[src/rtl/cpcr_pkg.sv]
// Shared types, constants and rounding and saturation helpers for the circle pair collision resolver.
// No dependencies.
`timescale 1ns / 1ps
`default_nettype none

package cpcr_pkg;

    localparam int FIELD_W     = 24;
    localparam int SQRT_STAGES = 18;   // one root bit per stage
    localparam int DIV_STAGES  = 17;   // one quotient bit per stage
    localparam int D2_W        = 35;
    localparam int DIST_W      = 18;
    localparam int NUM_W       = 34;
    localparam int QUO_W       = 17;
    localparam int MAG_W       = 17;

    localparam logic [15:0] RADIUS_RESET      = 16'd4224;
    localparam logic [8:0]  RESTITUTION_RESET = 9'd205;

    typedef enum logic [0:0] {
        REG_BALL_RADIUS = 1'b0,
        REG_RESTITUTION = 1'b1
    } cfg_reg_t;

    typedef struct packed {
        logic signed [FIELD_W-1:0] first_x;
        logic signed [FIELD_W-1:0] first_y;
        logic signed [FIELD_W-1:0] first_vx;
        logic signed [FIELD_W-1:0] first_vy;
        logic signed [FIELD_W-1:0] second_x;
        logic signed [FIELD_W-1:0] second_y;
        logic signed [FIELD_W-1:0] second_vx;
        logic signed [FIELD_W-1:0] second_vy;
    } pair_t;

    typedef struct packed {
        logic                      hit;
        logic signed [FIELD_W-1:0] new_first_x;
        logic signed [FIELD_W-1:0] new_first_y;
        logic signed [FIELD_W-1:0] new_first_vx;
        logic signed [FIELD_W-1:0] new_first_vy;
        logic signed [FIELD_W-1:0] new_second_x;
        logic signed [FIELD_W-1:0] new_second_y;
        logic signed [FIELD_W-1:0] new_second_vx;
        logic signed [FIELD_W-1:0] new_second_vy;
    } result_t;

    // Per-item context carried alongside the root and divide pipelines.
    typedef struct packed {
        pair_t             item;
        logic              hit;
        logic              sx;
        logic              sy;
        logic [MAG_W-1:0]  mx;
        logic [MAG_W-1:0]  my;
        logic [DIST_W-1:0] root_dist;
    } ctx_t;

    // Arithmetic shift right, round to nearest, ties away from zero.
    function automatic logic signed [63:0] shr_rnd(input logic signed [63:0] v,
                                                   input int unsigned sh);
        logic signed [63:0] h;
        logic signed [63:0] adj;
        h   = 64'sd1 <<< (sh - 1);
        adj = v[63] ? (h - 64'sd1) : h;
        return (v + adj) >>> sh;
    endfunction

    function automatic logic signed [FIELD_W-1:0] sat24(input logic signed [63:0] v);
        logic signed [FIELD_W-1:0] r;
        if (v > 64'sd8388607)
            r = 24'sh7FFFFF;
        else if (v < -64'sd8388608)
            r = 24'sh800000;
        else
            r = v[FIELD_W-1:0];
        return r;
    endfunction

endpackage

`default_nettype wire

[src/rtl/cpcr_div.sv]
// Pipelined restoring divider, one quotient bit per stage (quotient below 2^17).
// Depends on cpcr_pkg.
`timescale 1ns / 1ps
`default_nettype none

module cpcr_div (
    input  wire logic                          clk,
    input  wire logic                          en,
    input  wire logic [cpcr_pkg::NUM_W-1:0]    num,
    input  wire logic [cpcr_pkg::DIST_W-1:0]   den,
    output logic      [cpcr_pkg::QUO_W-1:0]    quo
);

    localparam int RW = cpcr_pkg::NUM_W + 1;

    logic [RW-1:0]                rem_reg [cpcr_pkg::DIV_STAGES];
    logic [cpcr_pkg::DIST_W-1:0]  den_reg [cpcr_pkg::DIV_STAGES];
    logic [cpcr_pkg::QUO_W-1:0]   quo_reg [cpcr_pkg::DIV_STAGES];

    for (genvar k = 0; k < cpcr_pkg::DIV_STAGES; k++) begin : g_stage
        localparam int I = cpcr_pkg::DIV_STAGES - 1 - k;
        logic [RW-1:0]               rem_in;
        logic [cpcr_pkg::DIST_W-1:0] den_in;
        logic [cpcr_pkg::QUO_W-1:0]  quo_in;
        logic [RW-1:0]               sub;
        logic [RW-1:0]               rem_next;
        logic [cpcr_pkg::QUO_W-1:0]  quo_next;

        if (k == 0) begin : g_first
            assign rem_in = RW'(num);
            assign den_in = den;
            assign quo_in = '0;
        end else begin : g_rest
            assign rem_in = rem_reg[k-1];
            assign den_in = den_reg[k-1];
            assign quo_in = quo_reg[k-1];
        end

        assign sub = RW'(den_in) << I;

        always_comb
        begin
            if (rem_in >= sub)
            begin
                rem_next = rem_in - sub;
                quo_next = quo_in | (cpcr_pkg::QUO_W'(1) << I);
            end
            else
            begin
                rem_next = rem_in;
                quo_next = quo_in;
            end
        end

        always_ff @(posedge clk)
        begin
            if (en)
            begin
                rem_reg[k] <= rem_next;
                den_reg[k] <= den_in;
                quo_reg[k] <= quo_next;
            end
        end
    end

    assign quo = quo_reg[cpcr_pkg::DIV_STAGES-1];

endmodule

`default_nettype wire

[config.mk]
export PLATFORM = sky130hd
export DESIGN_NAME = cpcr_div
export DESIGN_NICKNAME = d
export VERILOG_FILES = /design/src/rtl/cpcr_pkg.sv /design/src/rtl/cpcr_div.sv
export SDC_FILE = /design/constraint.sdc
export NUM_CORES = 2
export LEC_CHECK = 0
export BUFFER_PORTS_ARGS = -buffer_cell sky130_fd_sc_hd__buf_2
export CORE_MARGIN = 3
export CORE_UTILIZATION = 45
export CTS_BUF_LIST = sky130_fd_sc_hd__clkbuf_8
export DETAILED_ROUTE_END_ITERATION = 12
export PLACE_DENSITY = 0.65
export SETUP_SLACK_MARGIN = 0.05
export SLEW_MARGIN = 40
export SYNTH_ARGS = -nofsm -noshare
export SYNTH_HDL_FRONTEND = slang
export SYNTH_SLANG_ARGS = --single-unit
export TNS_END_PERCENT = 1
[constraint.sdc]
create_clock -name clk -period 4.45 [get_ports clk]
set_clock_uncertainty 0.05 [all_clocks]
set_input_delay 0.445 -clock clk [delete_from_list [all_inputs] [get_ports clk]]
set_output_delay 0.445 -clock clk [all_outputs]
set_load 0.01 [all_outputs]
==> key figures <==
Outcome
  – Status: complete, no violations

Worst setup path
  – CP delay by family, top: compound AO/OA/AOI/OAI gates
  – CP Buf/Inv Count: 2
  – Arrival time at the worst endpoint: 4510 ps
  – Crit Reg-Reg Endpoint: rem_reg[0][52]
  – Critical path class: reg -> reg
  – Top cell by count, worst path: buf_4
  – CP Capture Type: flip-flop
  – Max incr delay on CP: around 590 ps
  – CP max FO: 21
  – R2R setup slack: between 400 and 500 ps
  – CP Launch Type: flip-flop
  – Crit-path cells: ha_1 -> fa_1 -> nor2b_1 -> o31ai_1 -> a211oi_1 -> o211ai_1 -> a21boi_0 -> o21ai_0 -> nand2_1 -> buf_4 -> buf_4 -> a21oi_1
  – Required @ worst endpoint: 4980 ps
  – Slowest CP cell: nand2_1
  – Reg2reg start: den_reg[0][0]
  – Reg2Reg Depth: 12

Route
  – Routed len/inst: around 17 um
  – Antenna viol nets, final: 0
  – Vias per inst: 5.34
  – DRT iter0 DRCs: 2046
  – DR vias: 32800
  – DRC Markers: 0
  – Drt pass-1 iters: 7
  – Drt total wl: 105 mm

Power
  – Peak VDD IR: roughly 0.26 mV
  – Final Power: 32.6 mW
  – Leakage: 22.4 nW
  – P_int: 21.6 mW
  – Pwr Density: 570 nW/um2
  – Flop pwr share: 0.437
  – Clock network fraction of design power: 0.223
  – Switching Share: 0.339
  – Combinational cell fraction of total power: 0.340
  – Switching power: around 11 mW

Placement
  – HPWL Detailed: 78.2 mm
  – Port buffer count: 70
  – GP Congestion: 0.959

Floorplanning
  – Core ar.: 113000 um2
  – Initial core utilization: 0.455
  – Die Width: around 340 um
  – Die Ht: 343 um
  – Ports: 71
  – FP Rows: 123
  – Die area: ~120000 um2

STA
  – Actual slew at the worst max-slew pin: slightly below 800 ps
  – Final worst path period share: 0.893
  – RSZ-0062 raised after global routing: false
  – Fin. max-slew vios: 0
  – Worst hold slack: 159 ps
  – Endpoints failing setup: 0
  – Count of final hold-check violations: 0
  – Setup TNS: 0 ps
  – Max Clk Rate: between 200 and 300 MHz
  – Min Clock Period, post-route: 3970 ps
  – Slew margin rel.: 0.478

Clocking
  – Post-CTS Repair Setup Buffers: 0
  – CTS tree: yes
  – Htree depth: 4
  – Root Buffer: clkbuf_8
  – CTS buffer count: 166
  – Worst skew pair latency: 830 ps
  – Clk buf depth: 3
  – CTS sink cnt: roughly 1000
  – CTS clk-pin slew, worst paths: 60 ps

Synth
  – Synth warn: 0
  – Cell taking the most area after synthesis: edfxtp_1
  – Post-synthesis cell count: 4241
  – Top cell type's share of synthesized area: 0.587
  – Syn_area_per_cell: roughly 12 um2
  – Netlist cell types: 85
  – Syn nets: 4617
  – Seq cells post-synth: ~1000
  – Seq/Total Area, Yosys: 0.587
  – Top cells by area, synth: edfxtp_1, ha_1, a21oi_1
  – EDFF count, synth: around 1000
  – Predominant post-synthesis flop cell: edfxtp_1
  – Area of the mapped netlist: ~50000 um2
  – Async SR Flop Fraction: 0

Final layout
  – Area delta synth->final: 11.8%
  – Layout Utilization: 0.509
  – Fillcell total: around 9700
  – Max reg flops: 560
  – Share of layout cells above drive strength 1: 0.0983
  – Most frequent cells in the layout: edfxtp_1, inv_1, a21oi_1
  – Final net count: 4890
  – Commonest non-fill, non-tap cell in the layout: edfxtp_1

Hold path
  – Hold crit path type: in -> reg
  – Endpoint, Worst Hold: rem_reg[0][182]
  – Hold path depth: 2
  – Hold Startpoint: en

GRT
  – Antenna violations before repair: 2
  – Largest net degree at the start of global routing: 89
  – Total track usage: 0.179
  – Number of global-route vias before repair: 32700
  – Grt ovf: 0
  – First-pass GRT wire length: 168 mm

Flow run
  – Max cap viols: 0
[metal layers]
| layer | routed length, um | vias to the layer above | GRT usage |
|---|---|---|---|
| met5 | 0 | - | 0 |
| met4 | 3400 | 0 | 0.0742 |
| met3 | 4160 | 213 | 0.0272 |
| met2 | 54800 | 735 | 0.330 |
| met1 | 43000 | 15600 | 0.205 |
| li1 | - | 16200 | - |
[power by group through the flow]
stage               Sequential, mW  Clock (mW)  Combinational, mW
floorplan                     13.9           0               8.57
global placement              14.4           0               10.7
detailed placement            14.4           0               10.9
CTS                           14.3        7.55               11.0
global route                  14.5        7.97               12.4
finish                        14.3        7.28               11.1
[cells in the mapped netlist, types with 14 or more instances]
cell and n:
a211o_1 14, nor2b_1 53, nor3_1 90, nand2_1 219
inv_1 412, a211oi_1 25, nand2b_1 39, a21oi_1 337
o21bai_1 29, and3_1 19, nor4_1 66, edfxtp_1 1001
a31oi_1 24, xor2_1 170, ha_1 306, or2_2 23
nand3_1 58, or4_1 15, a21boi_0 18, mux2_2 82
o211ai_1 17, o31ai_1 24, o21a_1 54, nand4_1 35
clkbuf_1 54, o21ai_0 202, a21o_1 95, nor2_1 320
or3_1 36, o31a_1 16, nand4b_1 15, xnor2_1 176
fa_1 16
[layout make-up]
type / instances / area, um2 / area share
flip-flops and latches: 1001 / 30100 / 0.525
clock inverters: 128 / 693 / 0.0121
repair buffers: 172 / 1430 / 0.0250
clock buffers: 166 / 2280 / 0.0399
inverters: 415 / 1560 / 0.0272
well taps: 1500 / 1880 / 0.0328
multi-input cells: 2758 / 19400 / 0.338
diodes: 4 / 10.0 / 0.000175
[worst max-delay path by stage]
stage	cells after the start	slack, ps	start	endpoint
after floorplan	13	1000	rem_reg[0][423]	rem_reg[0][475]
after global placement	12	490	rem_reg[0][423]	rem_reg[0][459]
after detailed placement	12	460	rem_reg[0][423]	rem_reg[0][459]
after CTS	12	440	rem_reg[0][423]	rem_reg[0][459]
after global routing	13	90	den_reg[0][0]	rem_reg[0][54]
final	12	480	den_reg[0][0]	rem_reg[0][52]
[worst register-to-register path: cells and delay by family, from the launching register on]
| kind | cells | cell delay, ps |
|---|---|---|
| DFF | 1 | 390 |
| adders and majority gates | 2 | 700 |
| buffers and inverters | 2 | 390 |
| AOI/OAI and AO/OA | 6 | 1440 |
| and+or+nand+nor | 2 | 760 |
[kinds of logic after synthesis]
family                   after synthesis  synth area share
XOR/XNOR                             346            0.0592
AND/OR/NAND/NOR                     1053             0.103
buffers and inverters                482            0.0355
AO/OA/AOI/OAI                        947             0.115
adder cells (fa/ha/maj)              322            0.0810
flip-flops                          1001             0.587
multiplexers                          90            0.0196
[repair_timing]
action | 4_1_cts | 5_1_grt
hold buffers | 52 | 0
resized for setup | 0 | 1
endpoints found under the setup margin | 0 | 1
endpoints found under the hold margin | 53 | 0
[per-stage QoR]
step / instance area [um2] / instances / worst slack (ps)
after CTS: 57300 / 6140 / 442
after floorplan: 51200 / 4241 / 999
after global routing: 57300 / 6144 / 88.3
after detailed placement: 53800 / 5794 / 463
final: 57300 / 6144 / 477
after global placement: 53700 / 5792 / 494
Note: power is estimated with default switching activity, not from simulation.
