<file path="config.mk">
export PLATFORM = sky130hd
export DESIGN_NAME = cpcr_sqrt
export DESIGN_NICKNAME = d
export VERILOG_FILES = /design/src/rtl/cpcr_pkg.sv /design/src/rtl/cpcr_sqrt.sv
export SDC_FILE = /design/constraint.sdc
export NUM_CORES = 1
export LEC_CHECK = 0
export ABC_CLOCK_PERIOD_IN_PS = 8800
export BUFFER_PORTS_ARGS = -buffer_cell sky130_fd_sc_hd__buf_2
export CORE_MARGIN = 1.5
export CORE_UTILIZATION = 60
export CTS_BUF_LIST = sky130_fd_sc_hd__clkbuf_4
export CTS_CLUSTER_SIZE = 28
export DETAILED_ROUTE_END_ITERATION = 8
export HOLD_SLACK_MARGIN = 0.15
export PLACE_DENSITY_LB_ADDON = 0.08
export SYNTH_ARGS = -nofsm -noshare
export SYNTH_HDL_FRONTEND = slang
export SYNTH_SLANG_ARGS = --single-unit
</file>
<file path="constraint.sdc">
create_clock -name clk -period 8.8 [get_ports clk]
set_clock_uncertainty 0.2 [all_clocks]
set_input_delay 0 -clock clk [delete_from_list [all_inputs] [get_ports clk]]
set_output_delay 0 -clock clk [all_outputs]
set_load 0.1 [all_outputs]
</file>
<file path="src/rtl/cpcr_pkg.sv">
// Shared types, constants and rounding and saturation helpers for the circle pair collision resolver.
// No dependencies.
`timescale 1ns / 1ps
`default_nettype none

package cpcr_pkg;

    localparam int FIELD_W     = 24;
    localparam int SQRT_STAGES = 18;   // one root bit per stage
    localparam int DIV_STAGES  = 17;   // one quotient bit per stage
    localparam int D2_W        = 35;
    localparam int DIST_W      = 18;
    localparam int NUM_W       = 34;
    localparam int QUO_W       = 17;
    localparam int MAG_W       = 17;

    localparam logic [15:0] RADIUS_RESET      = 16'd4224;
    localparam logic [8:0]  RESTITUTION_RESET = 9'd205;

    typedef enum logic [0:0] {
        REG_BALL_RADIUS = 1'b0,
        REG_RESTITUTION = 1'b1
    } cfg_reg_t;

    typedef struct packed {
        logic signed [FIELD_W-1:0] first_x;
        logic signed [FIELD_W-1:0] first_y;
        logic signed [FIELD_W-1:0] first_vx;
        logic signed [FIELD_W-1:0] first_vy;
        logic signed [FIELD_W-1:0] second_x;
        logic signed [FIELD_W-1:0] second_y;
        logic signed [FIELD_W-1:0] second_vx;
        logic signed [FIELD_W-1:0] second_vy;
    } pair_t;

    typedef struct packed {
        logic                      hit;
        logic signed [FIELD_W-1:0] new_first_x;
        logic signed [FIELD_W-1:0] new_first_y;
        logic signed [FIELD_W-1:0] new_first_vx;
        logic signed [FIELD_W-1:0] new_first_vy;
        logic signed [FIELD_W-1:0] new_second_x;
        logic signed [FIELD_W-1:0] new_second_y;
        logic signed [FIELD_W-1:0] new_second_vx;
        logic signed [FIELD_W-1:0] new_second_vy;
    } result_t;

    // Per-item context carried alongside the root and divide pipelines.
    typedef struct packed {
        pair_t             item;
        logic              hit;
        logic              sx;
        logic              sy;
        logic [MAG_W-1:0]  mx;
        logic [MAG_W-1:0]  my;
        logic [DIST_W-1:0] root_dist;
    } ctx_t;

    // Arithmetic shift right, round to nearest, ties away from zero.
    function automatic logic signed [63:0] shr_rnd(input logic signed [63:0] v,
                                                   input int unsigned sh);
        logic signed [63:0] h;
        logic signed [63:0] adj;
        h   = 64'sd1 <<< (sh - 1);
        adj = v[63] ? (h - 64'sd1) : h;
        return (v + adj) >>> sh;
    endfunction

    function automatic logic signed [FIELD_W-1:0] sat24(input logic signed [63:0] v);
        logic signed [FIELD_W-1:0] r;
        if (v > 64'sd8388607)
            r = 24'sh7FFFFF;
        else if (v < -64'sd8388608)
            r = 24'sh800000;
        else
            r = v[FIELD_W-1:0];
        return r;
    endfunction

endpackage

`default_nettype wire

</file>
<file path="src/rtl/cpcr_sqrt.sv">
// Pipelined integer square root, one result bit per stage, floor(sqrt(d2)).
// Depends on cpcr_pkg.
`timescale 1ns / 1ps
`default_nettype none

module cpcr_sqrt (
    input  wire logic                             clk,
    input  wire logic                             en,
    input  wire logic [cpcr_pkg::D2_W-1:0]        d2,
    output logic      [cpcr_pkg::DIST_W-1:0]      root
);

    localparam int RW = cpcr_pkg::D2_W + 1;

    logic [RW-1:0]                  rem_reg  [cpcr_pkg::SQRT_STAGES];
    logic [cpcr_pkg::DIST_W-1:0]    root_reg [cpcr_pkg::SQRT_STAGES];

    for (genvar k = 0; k < cpcr_pkg::SQRT_STAGES; k++) begin : g_stage
        localparam int I = cpcr_pkg::SQRT_STAGES - 1 - k;
        logic [RW-1:0]               rem_in;
        logic [cpcr_pkg::DIST_W-1:0] root_in;
        logic [RW-1:0]               inc;
        logic [RW-1:0]               rem_next;
        logic [cpcr_pkg::DIST_W-1:0] root_next;

        if (k == 0) begin : g_first
            assign rem_in  = RW'(d2);
            assign root_in = '0;
        end else begin : g_rest
            assign rem_in  = rem_reg[k-1];
            assign root_in = root_reg[k-1];
        end

        // (2*root + 2^I) * 2^I
        assign inc = (RW'(root_in) << (I + 1)) + (RW'(1) << (2 * I));

        always_comb
        begin
            if (rem_in >= inc)
            begin
                rem_next  = rem_in - inc;
                root_next = root_in | (cpcr_pkg::DIST_W'(1) << I);
            end
            else
            begin
                rem_next  = rem_in;
                root_next = root_in;
            end
        end

        always_ff @(posedge clk)
        begin
            if (en)
            begin
                rem_reg[k]  <= rem_next;
                root_reg[k] <= root_next;
            end
        end
    end

    assign root = root_reg[cpcr_pkg::SQRT_STAGES-1];

endmodule

`default_nettype wire

</file>
==> summary.md, run 1 <==
| Metric | Value |
|---|---|
| GRT Max-Usage Layer | met2 |
| Final WL | approximately 77 mm |
| Async SR Flop Fraction | 0 |
| Synth area leaders | edfxtp_1 64%, ha_1 6.3%, xor2_1 3.4% |
| Tmin final | between 4 and 5 ns |
| TritonCTS Buffers | about 190 |
| Worst Path Max Fanout | 6 |
| R2R Path End | rem_reg[14][31] |
| Wire per inst | 19.1 um |
| Setup TNS | 0 ns |
| Number of flip-flops in the largest register | 612 |
| Post-CTS Resized | 0 |
| Status | completed |
| Pwr per Cell Area | 233 nW/um2 |
| CTS max path bufs | 3 |
| Worst min path class | flip-flop to flip-flop |
| Req. time, crit path | 9.40 ns |
| Most frequent cell after synthesis | edfxtp_1 |
| Chip height | 250 um |
| Net Sw Frac | 0.285 |
| Comb pwr share | 0.171 |
| 1st-iter DRT viols | 1628 |
| Synth top area share | 0.643 |
| CTS Sinks | roughly 780 |
| Met2 usage | 0.452 |
| Hold Worst Slack | 0.240 ns |
| Post-Syn Instances | roughly 2800 |
| Hold Path End | rem_reg[7][17] |
| Dpl hpwl | 52.6 mm |
| Internal | a little under 7 mW |
| Met3 Resource Use GR | 0.0510 |
| Final setup vio count | 0 |
| Layout cells sized above 1 | 0.128 |
| Die Span X | between 200 and 250 um |
| Slew headroom | 0.268 |
| Yosys top cell by area | edfxtp_1 |
| #FFs+latches synth | 783 |
| Worst vdd ir | 177 uV |
| Max Clk Rate | 245 MHz |
| RSZ-0062 raised after global routing | false |
| Post-Syn Area | 36500 um2 |
| Antenna violations before repair | 4 |
| GRT overflow | 0 |
| DR vias/cell | 5.71 |
| CP startpoint | rem_reg[13][15] |
| Setup WS post-layout | about 4.7 ns |
| Startpoint type of the worst setup path | flip-flop |
| CP Class | flip-flop to flip-flop |
| Post-place setup slack | 4.81 ns |
| Period utilization | 0.465 |
| NumNets Final | 3329 |
| H-tree depth | 4 |
| First-pass iteration count of the detailed router | 7 |
| Routed Antenna Nets | 0 |
| Multi-input logic area | 12100 um2 |
| MaxCap Viol Count | 0 |
| Area Growth Syn to Fin | 13.1% |
| Pleak | 15.9 nW |
| Share of power burned in registers | 0.526 |
| Grt met1 use | 0.300 |
| Pins Over Slew Limit | 0 |
| Final Wtd Congestion | 0.901 |
| Initial cell density of the core | 0.607 |
| Largest net degree at the start of global routing | 198 |
| Post-synth top cells | 783 x edfxtp_1, 224 x inv_1, 185 x ha_1 |
| Hold Violations, Final | 0 |
| Hold depth | 0 |
| Site Rows | 90 |
| Vias post-DR | ~23000 |
| FF-to-FF Start | rem_reg[13][15] |
| Register Area | 23500 um2 |
| Synth warnings | 0 |
| CP arrival | 4.69 ns |
| Yosys cell types | 80 |
| Gr usage total | 0.251 |
| Worst-skew pair later-pin latency | 1.04 ns |
| Fillers | 4234 |
| Core area | 60200 um2 |
| Vias in the first global route | approximately 23000 |
| Die area | roughly 62000 um2 |
| CTS Root Cell | clkbuf_4 |
| Reg2reg path depth | 8 |
| # IOs | 55 |
| Avg Cell Area, Syn | 13.2 um2 |
| Worst slew pin tran | 1.10 ns |
| CP Capture Type | flip-flop |
| Clk pwr share | 0.303 |
| Register area share after synthesis | 0.643 |
| Hold path start | rem_reg[6][17] |
| First-pass GRT wire length | 122 mm |
| IO buf count | 54 |
| Remaining DRCs | 0 |
| Post-synth EDFFs | 783 |
| Top FF cell, synth | edfxtp_1 |
| CTS tree | done |
| Reg2Reg Setup Slack | 4.71 ns |
| Net Sw Power | 2.74 mW |
| Worst-path clk slew | 0.07 ns |
-- layout by cell type (no fill, tap or decap), types with 122 or more instances in the layout --
cell,count
a21oi_1,150
xor2_1,140
ha_1,185
inv_1,224
xnor2_1,122
nand2_1,159
o21ai_0,134
clkbuf_4,272
nor2_1,167
edfxtp_1,783
-- repair_timing --
item / 4_1_cts / 5_1_grt
endpoints found under the hold margin: 671 / 0
hold buffers: 108 / 0
buffers inserted: 0 / 0
-- layout make-up --
class	instances	share of cell area
multi-input cells	1729	0.292
well taps	782	0.0237
repair buffers	176	0.0368
flip-flops and latches	783	0.569
diodes	10	0.000606
clock buffers	272	0.0494
inverters	226	0.0206
clock inverters	61	0.00784
-- power groups by stage --
stage,clock network [mW],registers [mW],logic [mW]
CTS,2.98,5.05,1.63
finish,2.91,5.05,1.65
detailed placement,0,5.13,1.58
floorplan,0,4.98,1.17
global placement,0,5.11,1.54
global route,3.19,5.10,1.83
-- per-layer routing --
layer,wire length (um),vias to the layer above,part of all wire
li1,-,11172,-
met1,31400,11203,0.41
met4,1620,2,0.021
met5,17,-,0.00022
met2,40700,576,0.53
met3,3450,126,0.045
-- worst max-delay path by stage --
| stage | to | slack [ns] | depth (start not counted) |
|---|---|---|---|
| 4_1_cts | rem_reg[14][31] | 4.78 | 8 |
| 5_1_grt | rem_reg[14][34] | 4.56 | 9 |
| 6_report | rem_reg[14][31] | 4.71 | 8 |
| 2_1_floorplan | rem_reg[11][31] | 5.61 | 10 |
| 3_5_place_dp | rem_reg[16][30] | 4.81 | 9 |
| 3_3_place_gp | rem_reg[14][31] | 4.86 | 8 |
-- critical path, cell delays in order, from the launching register on --
cell,delay (ns)
edfxtp_1,0.40
ha_1,0.43
or4b_2,0.61
nor4_1,0.75
a211oi_1,0.21
o211ai_1,0.17
nor4b_1,0.65
nand2_1,0.16
xnor2_1,0.29
-- cells by family after synthesis --
family                     synth area share
DFF                                   0.643
xor gates and xnor gates             0.0628
adders and majority gates            0.0633
other                              0.000103
and+or+nand+nor                       0.109
muxes                               0.00935
AOI/OAI and AO/OA                    0.0845
buffers and inverters                0.0272
-- per-stage QoR --
stage | std cells | total power [mW] | instance area (um2) | util
floorplan | 2774 | 6.16 | 36500 | -
global placement | 3588 | 6.65 | 37800 | 0.628
detailed placement | 3588 | 6.71 | 37800 | 0.628
CTS | 4029 | 9.67 | 41300 | 0.685
global route | 4037 | 10.1 | 41300 | 0.686
finish | 4039 | 9.61 | 41300 | 0.686
(Power assumes the default switching activity.)
==> inputs of run 2 (changes only) <==
--- a/config.mk
+++ b/config.mk
@@ -5,7 +5,7 @@
 export SDC_FILE = /design/constraint.sdc
 export NUM_CORES = 1
 export LEC_CHECK = 0
-export ABC_CLOCK_PERIOD_IN_PS = 8800
+export ABC_CLOCK_PERIOD_IN_PS = 4200
 export BUFFER_PORTS_ARGS = -buffer_cell sky130_fd_sc_hd__buf_2
 export CORE_MARGIN = 1.5
 export CORE_UTILIZATION = 60
==> constraint.sdc (replaced) <==
create_clock -name clk -period 4.2 [get_ports clk]
set_clock_uncertainty 0.2 [all_clocks]
set_input_delay 0 -clock clk [delete_from_list [all_inputs] [get_ports clk]]
set_output_delay 0 -clock clk [all_outputs]
set_load 0.1 [all_outputs]
==> summary.md, run 2 (same netlist as run 1, synthesis figures left out) <==
| Metric | Value |
|---|---|
| Chip height | 250 um (unchanged) |
| Final setup vio count | 0 (unchanged) |
| Antenna violations before repair | 1 (-3) |
| Startpoint type of the worst setup path | flip-flop |
| Final Wtd Congestion | 0.883 (-2.0%) |
| NumNets Final | 3341 (+0.36%) |
| Pleak | 16.0 nW (+0.61%) |
| Slew headroom | 0.455 (+0.187) |
| FF-to-FF Start | rem_reg[13][15] |
| Setup crit end | rem_reg[14][34] |
| Layout cells sized above 1 | 0.133 (+0.00571) |
| TritonCTS Buffers | 189 (-1.0%) |
| Hold Violations, Final | 0 (unchanged) |
| Pins Over Slew Limit | 0 (unchanged) |
| Final WL | 78.3 mm (+1.4%) |
| Site Rows | 90 (unchanged) |
| Worst min path class | flip-flop to flip-flop |
| Period utilization | 0.881 (+0.416) |
| Max Clk Rate | 270 MHz (+11%) |
| # IOs | 55 (unchanged) |
| Worst-skew pair later-pin latency | 1.03 ns (about the same) |
| Req. time, crit path | 4.73 ns (-4.67 ns) |
| Vias post-DR | 23250 (+0.74%) |
| CTS Sinks | 783 (unchanged) |
| Status | completed |
| First-pass GRT wire length | 124 mm (+1.6%) |
| Die area | 62400 um2 (unchanged) |
| RSZ-0062 raised after global routing | false |
| Vias in the first global route | 23518 (+0.86%) |
| Worst-path clk slew | 0.08 ns (about the same) |
| WL met3 | 3.21 mm (-7.0%) |
| Worst slew pin tran | 0.816 ns (-0.282 ns) |
| Metal-1 WL | 32.0 mm (+1.9%) |
| Reg2reg path depth | 9 (+1) |
| CP Class | flip-flop to flip-flop |
| Max layer used | met4 |
| Worst Path Max Fanout | 6 (unchanged) |
| Placement Cell Area | 37900 um2 (+0.34%) |
| H-tree depth | 4 (unchanged) |
| CTS Root Cell | clkbuf_4 |
| Setup TNS | 0 ns (unchanged) |
| CP Capture Type | flip-flop |
| Initial cell density of the core | 0.607 (unchanged) |
| Number of flip-flops in the largest register | 612 (unchanged) |
| Die Span X | 250 um (unchanged) |
| MaxCap Viol Count | 0 (unchanged) |
| Largest net degree at the start of global routing | 102 (-48%) |
| Worst vdd ir | 443 uV (+150%) |
| Gr usage total | 0.255 (+0.00385) |
| Post-CTS Resized | 0 (unchanged) |
| Remaining DRCs | 0 (unchanged) |
| Most common cell after layout, fill and taps aside | edfxtp_1 |
| Highest-count cells in the layout ignoring fill and taps | 783 x edfxtp_1, 267 x clkbuf_4, 224 x inv_1 |
| R2R Path End | rem_reg[14][34] |
| Tmin final | 3.70 ns (-0.390 ns) |
| Area Growth Syn to Fin | 13.4% |
| Pwr per Cell Area | 488 nW/um2 (+110%) |
| WL met2 | 40.8 mm (+0.29%) |
| Wire per inst | 19.4 um (+1.4%) |
| DR vias/cell | 5.75 (+0.69%) |
| Design area | 41400 um2 (+0.32%) |
| Reg2Reg Setup Slack | 0.50 ns (-4.21 ns) |
| 1st-iter DRT viols | 1595 (-2.0%) |
| CP startpoint | rem_reg[13][15] |
| Core area | 60200 um2 (unchanged) |
| GRT overflow | 0 (unchanged) |
| First-pass iteration count of the detailed router | 6 (-1) |
| Routed Antenna Nets | 0 (unchanged) |
| Fin util | 0.688 (+0.00222) |
| CTS max path bufs | 3 (unchanged) |
| CP arrival | 4.23 ns (-0.46 ns) |
| IO buf count | 54 (unchanged) |
| Dpl hpwl | 53.1 mm (+0.98%) |
| CTS tree | done |
==> run 2: changes by cell type in the layout (fill, tap and decap cells not counted), moves of 5 or more <==
cell	delta
buf_4	+12
clkbuf_4	-5
clkinv_2	+10
diode_2	-9
clkinv_1	-9
==> run 2: worst max-delay path, stage by stage, from the launching register on <==
cell      delay [ns]
edfxtp_1        0.41
ha_1            0.42
or4b_2          0.60
nor4_1          0.57
a211oi_1        0.19
nor2b_1         0.14
o21ai_0         0.19
or2_2           0.37
nor4_1          0.24
xor2_1          0.12
==> run 2: stage by stage <==
step                setup WS (ns)  instances  hold slack [ns]  power [mW]
global placement            0.636       3602          -0.0234        13.9
global route                0.328       4041            0.239        21.3
detailed placement          0.594       3602          -0.0219        14.1
floorplan                    1.01       2774           -0.101        12.9
CTS                         0.586       4040            0.228        20.3
finish                      0.500       4041            0.222        20.2
==> run 2: report_power, final <==
group	internal [mW]	switching, mW	leakage, nW	total (mW)
clock	3.14	3.04	1.42	6.18
sequential	9.84	0.748	7.50	10.6
combinational	1.51	1.95	7.08	3.46
total	14.5	5.74	16.0	20.2
==> run 2: area by class of cell <==
cell class	count	area, um2
clock buffer	267	2000
antenna	1	2.50
sequential	783	23500
fill	4221	18800
tap	782	978
clock inverter	63	388
multi-input combinational	1729	12100
timing repair buffer	190	1650
inverter	226	851
==> run 2: layer usage <==
layer  up-vias  global-route usage
met3       170              0.0413
li1      11208                   -
met5         -                   0
met1     11243               0.311
met4         0               0.109
met2       629               0.451
==> run 2: worst min path at each step <==
| stage | from | end | depth (start not counted) |
|---|---|---|---|
| after CTS | rem_reg[10][9] | rem_reg[11][9] | 0 |
| after floorplan | d2[0] | rem_reg[0][0] | 0 |
| final | rem_reg[10][9] | rem_reg[11][9] | 0 |
| after detailed placement | d2[26] | rem_reg[0][26] | 1 |
| after global placement | d2[32] | rem_reg[0][32] | 1 |
| after global routing | rem_reg[10][9] | rem_reg[11][9] | 0 |
==> run 2: timing repair <==
action,CTS,global route
hold buffers,108,0
endpoints found under the setup margin,0,0
hold endpoints to repair,818,0
buffers inserted,0,0
